$ cat src/sv/assert_macros.svh
// Shared assertion macros for the sorter RTL.
`ifndef ASSERT_MACROS_SVH
`define ASSERT_MACROS_SVH

// Check that a property holds on every clock edge out of reset.
`define CHK_PROP(lbl, clk, rstn, prop, msg) \
  lbl: assert property (@(posedge clk) disable iff (!(rstn)) (prop)) else $error(msg);

// Check that a condition never occurs out of reset.
`define CHK_NEVER(lbl, clk, rstn, cond, msg) \
  lbl: assert property (@(posedge clk) disable iff (!(rstn)) !(cond)) else $error(msg);

`endif

$ cat src/sv/cdws_pkg.sv
`default_nettype none
package cdws_pkg;

  localparam int ENERGY_BINS = 8192;
  localparam int MATRIX_BINS = 1024;

  localparam int EW = 13;  // energy / bin_x width
  localparam int MW = 10;  // matrix bin width
  localparam int TW = 31;  // time tag width
  localparam int WW = 20;  // window length width

  // channels
  localparam logic [15:0] CH_SI_E  = 16'd6;
  localparam logic [15:0] CH_SI_DE = 16'd7;
  localparam logic [15:0] CH_E     = 16'd4;
  localparam logic [15:0] CH_DE    = 16'd5;
  localparam logic [15:0] CH_FP_MAX = 16'd5;

  // spectrum codes
  localparam logic [2:0] SP_SI_E  = 3'd0;
  localparam logic [2:0] SP_SI_DE = 3'd1;
  localparam logic [2:0] SP_SI_2D = 3'd2;
  localparam logic [2:0] SP_E     = 3'd3;
  localparam logic [2:0] SP_DE    = 3'd4;
  localparam logic [2:0] SP_ERROR = 3'd5;

  // register indexes (paddr[4:2])
  localparam logic [2:0] REG_THRESHOLD = 3'd0;
  localparam logic [2:0] REG_FP_WINDOW = 3'd1;
  localparam logic [2:0] REG_SI_WINDOW = 3'd2;
  localparam logic [2:0] REG_WRAP      = 3'd3;
  localparam logic [2:0] REG_FP_TRIG   = 3'd4;

  localparam int AW = 5;        // APB byte address width
  localparam int OQ_DEPTH = 4;  // result queue entries
  localparam int OQ_AW = 2;
  localparam int OQ_CW = 3;

  typedef struct packed {
    logic [EW-1:0] energy_threshold;
    logic [WW-1:0] fp_window_ticks;
    logic [WW-1:0] si_window_ticks;
    logic [TW-1:0] timetag_wrap;
    logic [2:0]    fp_trigger_channel;
  } cfg_t;

  typedef struct packed {
    logic [15:0]        channel;
    logic signed [15:0] charge;
    logic [TW-1:0]      time_tag;
    logic               buffer_start;
  } hit_t;

  typedef struct packed {
    logic [2:0]    spectrum_id;
    logic [EW-1:0] bin_x;
    logic [MW-1:0] bin_y;
    logic          last;
  } result_t;

  typedef struct packed {
    logic [1:0] count;  // number of results this cycle, 0..2
    result_t    r0;
    result_t    r1;
  } push_t;

endpackage
`default_nettype wire

$ cat src/sv/cdws_cfg.sv
`default_nettype none
module cdws_cfg (
  input  wire logic                  clk,
  input  wire logic                  rst_n,
  input  wire logic                  psel,
  input  wire logic                  penable,
  input  wire logic                  pwrite,
  input  wire logic [cdws_pkg::AW-1:0] paddr,
  input  wire logic [31:0]           pwdata,
  output logic [31:0]                prdata,
  output logic                       pready,
  output cdws_pkg::cfg_t             cfg
);

  cdws_pkg::cfg_t cfg_r;
  logic [2:0]     idx;
  logic           wr;

  assign idx    = paddr[cdws_pkg::AW-1:2];
  assign wr     = psel && penable && pwrite;
  assign pready = 1'b1;
  assign cfg    = cfg_r;

  always_ff @(posedge clk) begin
    if (!rst_n) begin
      cfg_r.energy_threshold   <= 13'd20;
      cfg_r.fp_window_ticks    <= 20'd2500;
      cfg_r.si_window_ticks    <= 20'd2500;
      cfg_r.timetag_wrap       <= 31'h7FFF_FFFF;
      cfg_r.fp_trigger_channel <= 3'd4;
    end else if (wr) begin
      case (idx)
        cdws_pkg::REG_THRESHOLD: cfg_r.energy_threshold   <= pwdata[12:0];
        cdws_pkg::REG_FP_WINDOW: cfg_r.fp_window_ticks    <= pwdata[19:0];
        cdws_pkg::REG_SI_WINDOW: cfg_r.si_window_ticks    <= pwdata[19:0];
        cdws_pkg::REG_WRAP:      cfg_r.timetag_wrap       <= pwdata[30:0];
        cdws_pkg::REG_FP_TRIG:   cfg_r.fp_trigger_channel <= pwdata[2:0];
        default: ;
      endcase
    end
  end

  always_comb begin
    case (idx)
      cdws_pkg::REG_THRESHOLD: prdata = {19'd0, cfg_r.energy_threshold};
      cdws_pkg::REG_FP_WINDOW: prdata = {12'd0, cfg_r.fp_window_ticks};
      cdws_pkg::REG_SI_WINDOW: prdata = {12'd0, cfg_r.si_window_ticks};
      cdws_pkg::REG_WRAP:      prdata = {1'b0, cfg_r.timetag_wrap};
      cdws_pkg::REG_FP_TRIG:   prdata = {29'd0, cfg_r.fp_trigger_channel};
      default:                 prdata = 32'd0;
    endcase
  end

endmodule
`default_nettype wire

$ cat src/sv/cdws_core.sv
`default_nettype none
`include "assert_macros.svh"
module cdws_core (
  input  wire logic            clk,
  input  wire logic            rst_n,
  input  wire cdws_pkg::cfg_t  cfg,
  input  wire logic            in_valid,
  output logic                 in_stall,
  input  wire cdws_pkg::hit_t  in_data,
  input  wire logic            room,
  output cdws_pkg::push_t      push
);

  // Window test with roll-over of the time tag.
  function automatic logic in_window(input logic valid,
                                     input logic [cdws_pkg::TW-1:0] s,
                                     input logic [cdws_pkg::WW-1:0] w,
                                     input logic [cdws_pkg::TW-1:0] r,
                                     input logic [cdws_pkg::TW-1:0] t);
    logic [31:0]        sw;
    logic signed [32:0] rw;
    logic signed [32:0] swr;
    logic               plain;
    logic               wrapped;
    sw      = {1'b0, s} + {12'd0, w};
    rw      = $signed({2'b00, r}) - $signed({13'd0, w});
    swr     = $signed({1'b0, sw}) - $signed({2'b00, r});
    plain   = (t > s) && ({1'b0, t} < sw);
    wrapped = ($signed({2'b00, s}) > rw) && ($signed({2'b00, t}) < swr);
    return valid && (plain || wrapped);
  endfunction

  function automatic logic [cdws_pkg::MW-1:0] mbin(input logic [cdws_pkg::EW-1:0] e);
    logic [cdws_pkg::EW-4:0] b;
    b = e[cdws_pkg::EW-1:3];
    if (int'(b) > cdws_pkg::MATRIX_BINS - 1) begin
      b = (cdws_pkg::EW-3)'(cdws_pkg::MATRIX_BINS - 1);
    end
    return b[cdws_pkg::MW-1:0];
  endfunction

  logic                    hit_v_r;
  cdws_pkg::hit_t          hit_r;
  logic                    proc;

  logic                    si_valid_r, si_valid_nxt;
  logic [cdws_pkg::TW-1:0] si_start_r, si_start_nxt;
  logic                    si_e_seen_r, si_e_seen_nxt;
  logic                    si_de_seen_r, si_de_seen_nxt;
  logic [cdws_pkg::EW-1:0] si_e_en_r, si_e_en_nxt;
  logic [cdws_pkg::EW-1:0] si_de_en_r, si_de_en_nxt;
  logic                    fp_valid_r, fp_valid_nxt;
  logic [cdws_pkg::TW-1:0] fp_start_r, fp_start_nxt;

  logic signed [13:0]      e_s;
  logic                    drop;
  logic [cdws_pkg::EW-1:0] energy;
  logic                    si_open, fp_open;
  logic                    si_in, fp_in;
  logic                    is_si;

  assign proc     = hit_v_r && room;
  assign in_stall = hit_v_r && !room;

  always_ff @(posedge clk) begin
    if (!rst_n) begin
      hit_v_r <= 1'b0;
    end else if (!in_stall) begin
      hit_v_r <= in_valid;
    end
  end

  always_ff @(posedge clk) begin
    if (in_valid && !in_stall) begin
      hit_r <= in_data;
    end
  end

  // floor(charge / 4)
  assign e_s    = hit_r.charge[15:2];
  assign drop   = (e_s < $signed({1'b0, cfg.energy_threshold})) ||
                  (int'(e_s) > cdws_pkg::ENERGY_BINS - 1);
  assign energy = e_s[cdws_pkg::EW-1:0];
  assign is_si  = (hit_r.channel == cdws_pkg::CH_SI_E) ||
                  (hit_r.channel == cdws_pkg::CH_SI_DE);
  assign si_open = si_valid_r && !hit_r.buffer_start;
  assign fp_open = fp_valid_r && !hit_r.buffer_start;
  assign si_in = in_window(si_open, si_start_r, cfg.si_window_ticks,
                           cfg.timetag_wrap, hit_r.time_tag);
  assign fp_in = in_window(fp_open, fp_start_r, cfg.fp_window_ticks,
                           cfg.timetag_wrap, hit_r.time_tag);

  always_comb begin
    si_valid_nxt   = si_open;
    si_start_nxt   = si_start_r;
    si_e_seen_nxt  = si_e_seen_r;
    si_de_seen_nxt = si_de_seen_r;
    si_e_en_nxt    = si_e_en_r;
    si_de_en_nxt   = si_de_en_r;
    fp_valid_nxt   = fp_open;
    fp_start_nxt   = fp_start_r;
    push           = '0;
    if (!drop) begin
      if (is_si) begin
        if (si_in) begin
          if (hit_r.channel == cdws_pkg::CH_SI_E && !si_e_seen_r && si_de_seen_r) begin
            si_e_seen_nxt = 1'b1;
            si_e_en_nxt   = energy;
            push.count    = 2'd2;
            push.r0       = '{cdws_pkg::SP_SI_E, energy, '0, 1'b0};
            push.r1       = '{cdws_pkg::SP_SI_2D, {3'd0, mbin(energy)},
                              mbin(si_de_en_r), 1'b1};
          end else if (hit_r.channel == cdws_pkg::CH_SI_DE && !si_de_seen_r &&
                       si_e_seen_r) begin
            si_de_seen_nxt = 1'b1;
            si_de_en_nxt   = energy;
            push.count     = 2'd2;
            push.r0        = '{cdws_pkg::SP_SI_DE, energy, '0, 1'b0};
            push.r1        = '{cdws_pkg::SP_SI_2D, {3'd0, mbin(si_e_en_r)},
                               mbin(energy), 1'b1};
          end
        end else begin
          si_valid_nxt = 1'b1;
          si_start_nxt = hit_r.time_tag;
          push.count   = 2'd1;
          if (hit_r.channel == cdws_pkg::CH_SI_E) begin
            si_e_en_nxt    = energy;
            si_e_seen_nxt  = 1'b1;
            si_de_seen_nxt = 1'b0;
            push.r0        = '{cdws_pkg::SP_SI_E, energy, '0, 1'b1};
          end else begin
            si_de_en_nxt   = energy;
            si_de_seen_nxt = 1'b1;
            si_e_seen_nxt  = 1'b0;
            push.r0        = '{cdws_pkg::SP_SI_DE, energy, '0, 1'b1};
          end
        end
      end else if (hit_r.channel <= cdws_pkg::CH_FP_MAX) begin
        if (!fp_in && hit_r.channel == {13'd0, cfg.fp_trigger_channel}) begin
          fp_valid_nxt = 1'b1;
          fp_start_nxt = hit_r.time_tag;
          if (hit_r.channel == cdws_pkg::CH_E) begin
            push.count = 2'd1;
            push.r0    = '{cdws_pkg::SP_E, energy, '0, 1'b1};
          end else if (hit_r.channel == cdws_pkg::CH_DE) begin
            push.count = 2'd1;
            push.r0    = '{cdws_pkg::SP_DE, energy, '0, 1'b1};
          end
        end
      end else begin
        push.count = 2'd1;
        push.r0    = '{cdws_pkg::SP_ERROR, '0, '0, 1'b1};
      end
    end
    if (!proc) begin
      push.count = 2'd0;
    end
  end

  always_ff @(posedge clk) begin
    if (!rst_n) begin
      si_valid_r   <= 1'b0;
      si_start_r   <= '0;
      si_e_seen_r  <= 1'b0;
      si_de_seen_r <= 1'b0;
      si_e_en_r    <= '0;
      si_de_en_r   <= '0;
      fp_valid_r   <= 1'b0;
      fp_start_r   <= '0;
    end else if (proc) begin
      si_valid_r   <= si_valid_nxt;
      si_start_r   <= si_start_nxt;
      si_e_seen_r  <= si_e_seen_nxt;
      si_de_seen_r <= si_de_seen_nxt;
      si_e_en_r    <= si_e_en_nxt;
      si_de_en_r   <= si_de_en_nxt;
      fp_valid_r   <= fp_valid_nxt;
      fp_start_r   <= fp_start_nxt;
    end
  end

  `CHK_PROP(a_si_window_has_seen, clk, rst_n,
            si_valid_r |-> (si_e_seen_r || si_de_seen_r),
            "open silicon window with no hit recorded")
  `CHK_PROP(a_pair_order, clk, rst_n,
            (push.count == 2'd2) |-> (!push.r0.last && push.r1.last &&
                                      push.r1.spectrum_id == cdws_pkg::SP_SI_2D),
            "coincidence pair emitted out of order")
  `CHK_PROP(a_hold_hit, clk, rst_n,
            in_stall |=> (hit_v_r && $stable(hit_r)),
            "stalled hit lost or changed")

endmodule
`default_nettype wire

$ cat src/sv/cdws_outq.sv
`default_nettype none
`include "assert_macros.svh"
module cdws_outq (
  input  wire logic              clk,
  input  wire logic              rst_n,
  input  wire cdws_pkg::push_t   push,
  output logic                   room,
  output logic                   out_valid,
  input  wire logic              out_stall,
  output cdws_pkg::result_t      out_data
);

  cdws_pkg::result_t          mem_r [cdws_pkg::OQ_DEPTH];
  logic [cdws_pkg::OQ_AW-1:0] wp_r, rp_r;
  logic [cdws_pkg::OQ_CW-1:0] cnt_r;
  logic                       pop;
  logic [cdws_pkg::OQ_AW-1:0] wp1;

  assign out_valid = (cnt_r != '0);
  assign out_data  = mem_r[rp_r];
  assign pop       = out_valid && !out_stall;
  assign room      = cnt_r <= cdws_pkg::OQ_CW'(cdws_pkg::OQ_DEPTH - 2);
  assign wp1       = wp_r + 1'b1;

  always_ff @(posedge clk) begin
    if (push.count != 2'd0) begin
      mem_r[wp_r] <= push.r0;
    end
    if (push.count == 2'd2) begin
      mem_r[wp1] <= push.r1;
    end
  end

  always_ff @(posedge clk) begin
    if (!rst_n) begin
      wp_r  <= '0;
      rp_r  <= '0;
      cnt_r <= '0;
    end else begin
      wp_r  <= wp_r + cdws_pkg::OQ_AW'(push.count);
      rp_r  <= rp_r + cdws_pkg::OQ_AW'(pop);
      cnt_r <= cnt_r + cdws_pkg::OQ_CW'(push.count) - cdws_pkg::OQ_CW'(pop);
    end
  end

  `CHK_PROP(a_push_fits, clk, rst_n,
            (push.count != 2'd0) |->
              (int'(cnt_r) + int'(push.count) <= cdws_pkg::OQ_DEPTH),
            "result queue overflow")
  `CHK_NEVER(a_cnt_range, clk, rst_n, int'(cnt_r) > cdws_pkg::OQ_DEPTH,
             "result queue count out of range")

endmodule
`default_nettype wire

$ cat src/sv/detector_coincidence_window_sorter_unit.sv
`default_nettype none
// Coincidence window sorter: turns timestamped detector hits into histogram
// increment beats. Each hit beat is registered, then handled against the
// silicon and focal-plane window state, and its zero, one or two results
// drop into a four-entry result queue that feeds the out_ port.
// A hit is accepted every cycle while the queue has room for two results;
// the queue gives out one result beat per cycle while out_stall is low, so
// a stream of silicon coincidences (two results each) is held back by the
// result port, other hits run at up to one per cycle. A hit beat passes the
// hit register and the result queue before its first result beat appears.
// Energy is floor(charge/4); hits below energy_threshold are dropped but a
// buffer_start on them still closes both windows. Unknown channels give one
// result with spectrum 5. Window tests allow for roll-over at timetag_wrap.
// Registers sit on the APB port at byte address 4*index: energy_threshold,
// fp_window_ticks, si_window_ticks, timetag_wrap, fp_trigger_channel; write
// them only while the block is idle.
module detector_coincidence_window_sorter_unit (
  input  wire logic                    clk,
  input  wire logic                    rst_n,
  // hit beats
  input  wire logic                    in_valid,
  output logic                         in_stall,
  input  wire cdws_pkg::hit_t          in_data,
  // result beats
  output logic                         out_valid,
  input  wire logic                    out_stall,
  output cdws_pkg::result_t            out_data,
  // configuration
  input  wire logic                    psel,
  input  wire logic                    penable,
  input  wire logic                    pwrite,
  input  wire logic [cdws_pkg::AW-1:0] paddr,
  input  wire logic [31:0]             pwdata,
  output logic [31:0]                  prdata,
  output logic                         pready
);

  cdws_pkg::cfg_t  cfg;
  cdws_pkg::push_t push;
  logic            room;

  // register file
  cdws_cfg u_cfg (
    .clk     (clk),
    .rst_n   (rst_n),
    .psel    (psel),
    .penable (penable),
    .pwrite  (pwrite),
    .paddr   (paddr),
    .pwdata  (pwdata),
    .prdata  (prdata),
    .pready  (pready),
    .cfg     (cfg)
  );

  // hit register and window logic; advance only when the queue has room
  cdws_core u_core (
    .clk      (clk),
    .rst_n    (rst_n),
    .cfg      (cfg),
    .in_valid (in_valid),
    .in_stall (in_stall),
    .in_data  (in_data),
    .room     (room),
    .push     (push)
  );

  // result queue: hold results until the consumer takes them
  cdws_outq u_outq (
    .clk       (clk),
    .rst_n     (rst_n),
    .push      (push),
    .room      (room),
    .out_valid (out_valid),
    .out_stall (out_stall),
    .out_data  (out_data)
  );

endmodule
`default_nettype wire
$ cat config.mk
export PLATFORM = sky130hd
export DESIGN_NAME = detector_coincidence_window_sorter_unit
export DESIGN_NICKNAME = d
export VERILOG_FILES = /design/src/sv/cdws_pkg.sv /design/src/sv/cdws_cfg.sv /design/src/sv/cdws_core.sv /design/src/sv/cdws_outq.sv /design/src/sv/detector_coincidence_window_sorter_unit.sv
export VERILOG_INCLUDE_DIRS = /design/src /design/src/sv
export SDC_FILE = /design/constraint.sdc
export NUM_CORES = 1
export LEC_CHECK = 0
export BUFFER_PORTS_ARGS = -buffer_cell sky130_fd_sc_hd__buf_2
export CAP_MARGIN = 20
export CORE_ASPECT_RATIO = 0.7
export CORE_UTILIZATION = 57
export CTS_BUF_LIST = sky130_fd_sc_hd__clkbuf_16
export CTS_CLUSTER_SIZE = 8
export DETAILED_ROUTE_END_ITERATION = 16
export GPL_TIMING_DRIVEN = 0
export HOLD_SLACK_MARGIN = 0.12
export PLACE_DENSITY = 0.75
export SLEW_MARGIN = 5
export SYNTH_ARGS = -nofsm -noshare
export SYNTH_HDL_FRONTEND = slang
export SYNTH_SLANG_ARGS = --single-unit
$ cat constraint.sdc
create_clock -name clk -period 8.05 [get_ports clk]
set_input_delay 0.805 -clock clk [delete_from_list [all_inputs] [get_ports clk]]
set_output_delay 0.805 -clock clk [all_outputs]
set_load 0.01 [all_outputs]
# Word-level counts from Yosys, hierarchy flattened
# Memories as Yosys holds them, arrays and structs flattened. A register that Yosys moved wholly into a read port is not among the register bits.
# Index checks and enable logic that the tools add are counted.
dict set report op_classes {
  muxes 40
  magnitude_cmp 12
  n_bitwise 3
  eq_ne 14
  add_sub_neg 11
  reduce_logical 45
}
# operator n
set ops {}
lappend ops {{$mux 56} 3}
lappend ops {{$pmux 31 s5} 1}
lappend ops {{$mux 29} 5}
lappend ops {{$mux 13} 7}
lappend ops {{$gt 32x33->1} 2}
lappend ops {{$lt 32x33->1} 2}
lappend ops {{$sub 32x31->33} 2}
lappend ops {{$add 31x20->32} 2}
lappend ops {{$eq 16x3->1 const B} 4}
lappend ops {{$lt 31x32->1} 2}
lappend ops {{$sub 31x20->32} 2}
lappend ops {{$gt 31x31->1} 2}
lappend ops {{$mux 27} 2}
lappend ops {{$mux 28} 1}
lappend ops {{$mux 25} 1}
lappend ops {{$logic_and 1x1->1} 19}
lappend ops {{$mux 1} 18}
lappend ops {{$eq 16x3->1} 1}
lappend ops {{$le 16x3->1 const B} 1}
lappend ops {{$reduce_and 5->1} 3}
lappend ops {{$gt 14x14->1 const B} 1}
lappend ops {{$lt 14x14->1} 1}
lappend ops {{$reduce_and 2->1} 5}
lappend ops {{$reduce_and 4->1} 2}
lappend ops {{20 further kinds} 36}
dict set report totals {
  mem_count 1
  output_inout_bits 62
  elab_cells 147
  in_bits 108
  regBits 251
  ram_bits 108
}
# memory depth word_bits read_ports rd_ports_with_merged_regs wr line
set memory_table {}
lappend memory_table {u_outq.mem_r 4 27 1 1 2 cdws_outq.sv:13} ;# cdws_pkg::result_t mem_r [cdws_pkg::OQ_DEPTH];

# Logic depth before layout (Yosys ltp)
dict set report logic_depth {
  word_depth 16
  ltp_mapped 41
  mapped_depth_nobuf 41
}

# By module
# Synthesis repeated with hierarchy kept, for this count alone.
dict set report hier_totals {
  hier_cells 3138
  hier_area_um2 29464.5
}
# mod area_each_um2 seq_area_each_um2 cells_per_inst n_inst
set by_module_without_submodules {}
lappend by_module_without_submodules {cdws_core 19630.1 3603.5 2388 1}
lappend by_module_without_submodules {cdws_outq 5705.5 3383.2 308 1}
lappend by_module_without_submodules {cdws_cfg 4129.0 1741.7 442 1}

# Worst setup path after synthesis
# No wires, ideal clock.
dict set report synth_timing {
  path_kind {reg-to-reg}
  startpoint {reg u_cfg.cfg_r, in the netlist u_cfg.cfg[54]}
  endpoint {reg u_outq.cnt_r[1] (netlist name)}
  required_ns 7.935
  setup_time_ns 0.115
  arrival_time_ns 7.370
  path_stages_with_launch 39
  setup_slack_ns 0.565
  path_buffers 0
  period_less_slack_ns 7.485
  path_cell_list {dfxtp_1 ha_1 inv_1 fa_1 nor2b_1 o21ai_0 nand2b_1 a21o_1 a21o_1 a31oi_1 o211ai_1 a31oi_1 nor2b_1 nor2_1 xnor2_1 ha_1 a21o_1 a21o_1 [3 not listed] a21o_1 a21o_1 a31o_2 and4b_1 a311oi_1 ha_1 nand2b_1 a21oi_1 a21oi_1 o21ai_0 a311oi_1 o21ai_0 o21a_4 or3_4 inv_2 ha_1 fa_1 and2_1}
}
dict set report synth_via {
  elab_chain_len 15
  word_cells_on_any_way 19
  cone_classes {add/sub (5); order compare (3); mux (5); reduce/logical (6)}
}
# element line
set synth_lines {}
lappend synth_lines {{start: declaration} cdws_cfg.sv:15} ;# cdws_pkg::cfg_t cfg_r;
lappend synth_lines {{$add 31x20->32} cdws_core.sv:25} ;# sw = {1'b0, s} + {12'd0, w};
lappend synth_lines {{$sub 32x31->33} cdws_core.sv:27} ;# swr = $signed({1'b0, sw}) - $signed({2'b00, r});
lappend synth_lines {{$lt 32x33->1} cdws_core.sv:29} ;# wrapped = ($signed({2'b00, s}) > rw) && ($signed({2'b00, t}) < swr);
lappend synth_lines {{$logic_and 1x1->1} cdws_core.sv:29}
lappend synth_lines {{$logic_or 1x1->1 *} cdws_core.sv:30} ;# return valid && (plain || wrapped);
lappend synth_lines {{$logic_and 1x1->1 *} cdws_core.sv:30}
lappend synth_lines {{$logic_not 1->1 *} cdws_core.sv:139} ;# if (!fp_in && hit_r.channel == {13'd0, cfg.fp_trigger_channel}) begin
lappend synth_lines {{$logic_and 1x1->1 *} cdws_core.sv:139}
lappend synth_lines {{$mux 29 *} cdws_core.sv:139}
lappend synth_lines {{$mux 29 *} cdws_core.sv:138} ;# end else if (hit_r.channel <= cdws_pkg::CH_FP_MAX) begin
lappend synth_lines {{$mux 29 *} cdws_core.sv:104} ;# if (is_si) begin
lappend synth_lines {{$mux 56 *} cdws_core.sv:103} ;# if (!drop) begin
lappend synth_lines {{$mux 2 *} cdws_core.sv:155} ;# if (!proc) begin
lappend synth_lines {{$add 3x2->3 *} cdws_outq.sv:42} ;# cnt_r <= cnt_r + cdws_pkg::OQ_CW'(push.count) - cdws_pkg::OQ_CW'(pop);
lappend synth_lines {{$sub 3x1->3 *} cdws_outq.sv:42}
lappend synth_lines {{end signal: assignment} cdws_outq.sv:42}
lappend synth_lines {{end: declaration} cdws_outq.sv:15} ;# logic [cdws_pkg::OQ_CW-1:0] cnt_r;
# Mark *: on every way between the ends. The rest lies on a longest branch, timed or not.
# A chain may end at the register's enable or synchronous reset.

# Worst setup path in the final report
# Ends and elaborated chain as after synthesis.

==> flow_summary.ini <==
[floorplan]
dieArea_mm2 = 0.0513
die_y_um = 190
initial_utilization_pct = 58.0
fp.coreArea_mm2 = 0.0495
rows = 68
die_w_um = 270
ios = 170

[route]
first_pass_iters = 6
drc = 0
finalWirelength_um = 110000
wl_per_cell_um = 26.5
vias = 27500
drt_iter0_markers = 3507
via_per_inst = 6.62
antenna_left = 0

[clocking]
clockBufferDepth = 3
numCtsBuffers = 50
htree_levels = 2
ctsHoldBuffers = 0
cts-root-buf = clkbuf_16
tritoncts = built
clock_latency_ns = 0.64
clock-sinks = 351
clk_pin_slew_worst_paths_ns = 0.06

[worst_setup_path]
cp.arrival_ns = 8.60
worstPathMaxFanout = 4
worstSetupEndpointType = flip-flop
cp_slowest_cell = o211ai_1
required_ns = 8.55
slowest_delay_ns = 0.44
cp_num_buf_inv = 2
worstSetupStartpointType = flip-flop
cp_common_cell = a21o_1
critPathKind = reg -> reg
cp_top_family = compound AO/OA/AOI/OAI gates

[final_layout]
drive_above_1_share_pct = 14.0
area_delta_synth_final_pct = 14.5
final_util_pct = 66.4
final_area_mm2 = 0.0329
final_cells = 4147
nets = 3968
nFillCells = 4041

[power_and_ir_drop]
p_switching_mw = 1.43
p_clk_share_pct = 41.5
p_per_area_mw_per_mm2 = 147
power_leakage_nw = 13.7
p_int_mw = 3.39
p_seq_share_pct = 41.5
netSwitchingFraction_pct = 29.7
ir_worst_vdd_uv = 171
p_comb_share_pct = 17.0

[synthesis]
synth_top_area_share_pct = 17.5
avgSynthCellArea_um2 = 9.00
synth_cell_type_count = 99
synth_cells = 3192
synth_ff_type = dfxtp_1
synth_nets = 3710
seq_area_frac_synth_pct = 29.7
synth-edff-count = 150
synth_top_area_cell = ha_1
synth_area_leaders = ha_1 18%, edfxtp_1 16%, dfxtp_1 14%, nand2_1 4.3%, xnor2_1 4.0%
postSynth.asyncResetShare_pct = 0
netlist_area_mm2 = 0.0287
yosysWarnings = 0
ys_ff_latch = 351

[run_status]
violations = setup timing
outcome = complete, but fails checks

[global_route]
antenna_found_initial = 3
first_global_vias = 25800
gr-usage-all-layers_pct = 41.7
grt_max_degree = 29
grt_pass1_wl_um = 161000
grt_overflow = 0

[placed_design]
gp_congestion = 1.03
hpwl_um = 86100
post_dp_cell_area_mm2 = 0.0304
dp_cells = 4020
numPortBuffers = 159

[timing]
slew_headroom_pct = 27.7
tightest_slew_ns = 1.07
hold_viol_final = 0
setup_slack_ns = -0.0533
fin_setup_tns_ns = -0.0533
fmax_mhz = 123
finalCritPeriodShare_pct = 101
grt_setup_unrepaired = true
slew_viol_final = 0
min_period_ns = 8.10
setup_viol = 1
hold_ws_ns = 0.345
clock_skew_ns = 0.0495

[run]
cap_viol_max_count = 0

[hold_path]
hold_class = in -> reg
[power groups by stage]
stage / logic [mW] / registers, mW / clock network [mW]
after floorplan: 0.497 / 1.99 / 0
after global placement: 0.725 / 2.04 / 0
after detailed placement: 0.759 / 2.03 / 0
after CTS: 0.786 / 2.00 / 2.00
after global routing: 0.884 / 2.00 / 2.07
final: 0.821 / 2.00 / 2.00
[cells in the mapped netlist, types with 24 or more instances]
| cell | instances |
|---|---|
| ha_1 | 403 |
| nand2_1 | 326 |
| inv_1 | 247 |
| dfxtp_1 | 201 |
| a21oi_1 | 194 |
| edfxtp_1 | 150 |
| nor2_1 | 150 |
| xnor2_1 | 130 |
| o21ai_0 | 120 |
| a21o_1 | 115 |
| nand3_1 | 109 |
| nor2b_1 | 98 |
| clkbuf_1 | 92 |
| a21boi_0 | 77 |
| mux2i_1 | 75 |
| o211ai_1 | 65 |
| nand4_1 | 58 |
| xor2_1 | 47 |
| mux4_2 | 37 |
| and3_1 | 33 |
| nor3_1 | 33 |
| a32o_1 | 30 |
| o21a_1 | 30 |
| nand2b_1 | 28 |
| o21bai_1 | 24 |
[per-stage QoR]
stage	setup WS (ns)	power, mW
4_1_cts	0.0127	4.78
3_5_place_dp	-2.03	2.79
5_1_grt	-0.288	4.96
2_1_floorplan	0.565	2.49
6_report	-0.0533	4.82
3_3_place_gp	-2.06	2.76
[sequential cells by signal, indices dropped and copies added (netlist names), 10 cells and up]
| signal | count |
|---|---|
| u_core.si_e_en_r | 10 |
| u_outq.mem_r | 108 |
| u_core.e_s | 14 |
| u_core.fp_start_r | 31 |
| u_core.si_start_r | 31 |
| u_cfg.cfg | 87 |
| u_core.hit_r | 48 |
| u_core.si_de_en_r | 10 |
[per-layer routing]
metal	global-route usage, %	up-vias	wire (um)
li1	-	12200	-
met1	59.1	13100	46700
met2	59.6	1839	44400
met3	12.9	253	15200
met4	14.3	2	3770
met5	0	-	13
[path summary, 6_finish.rpt]
path,startpoint,endpoint,slack (ns),cells past startpoint
setup reg to reg,u_cfg.cfg[54],u_outq.cnt_r[1],-0.05,38
hold / removal,in_data[2],u_core.hit_r[2],0.34,1
setup / recovery,u_cfg.cfg[54],u_outq.cnt_r[1],-0.05,38
hold reg to reg,u_outq.mem_r[1][24],u_outq.mem_r[1][24],0.46,2
[logic make-up after synthesis]
family	count (synthesis)	synth area share, %
simple gates	929	15.7
compound gates	846	20.5
fa+ha+maj	410	18.0
buf+inv	364	5.15
flops	351	29.7
xor+xnor	177	5.39
mux	113	5.55
other cells	2	0.0261
[cell type report]
class	instances	area (um^2)	share of cell area [%]
diodes	2	5.00	0.0152
flip-flops and latches	351	8550	26.0
plain buffers	112	559	1.70
inverters	249	940	2.86
well taps	665	832	2.53
clock buffers	50	1250	3.80
multi-input cells	2486	19400	59.0
repair buffers	200	1150	3.49
clock inverters	32	201	0.612
[placed cells by master, fill, tap and decap left out, drive strengths merged, types with 19 or more instances in the layout]
master and n:
inv 275, nand2 326, or2 24, clkbuf 143, nor2b 98, ha 403
xor2 47, and3 33, nor4 19, mux4 37, dfxtp 201, o21a 31
o21bai 24, a21oi 196, nor2 150, nor3 35, mux2i 75, buf 219
nand4 58, o211ai 66, nand2b 28, xnor2 130, edfxtp 150, nand3 109
o21ai 127, a32o 40, a211oi 23, a21o 115, and2 20, a21boi 79
a22o 21
[what timing repair did]
item / CTS / global route
endpoints found under the setup margin: 285 / 279
pin swaps: 28 / 40
gates resized for setup: 85 / 75
buffers inserted: 19 / 16
cloned: 9 / 0
Note: power is estimated with default switching activity, not from simulation.
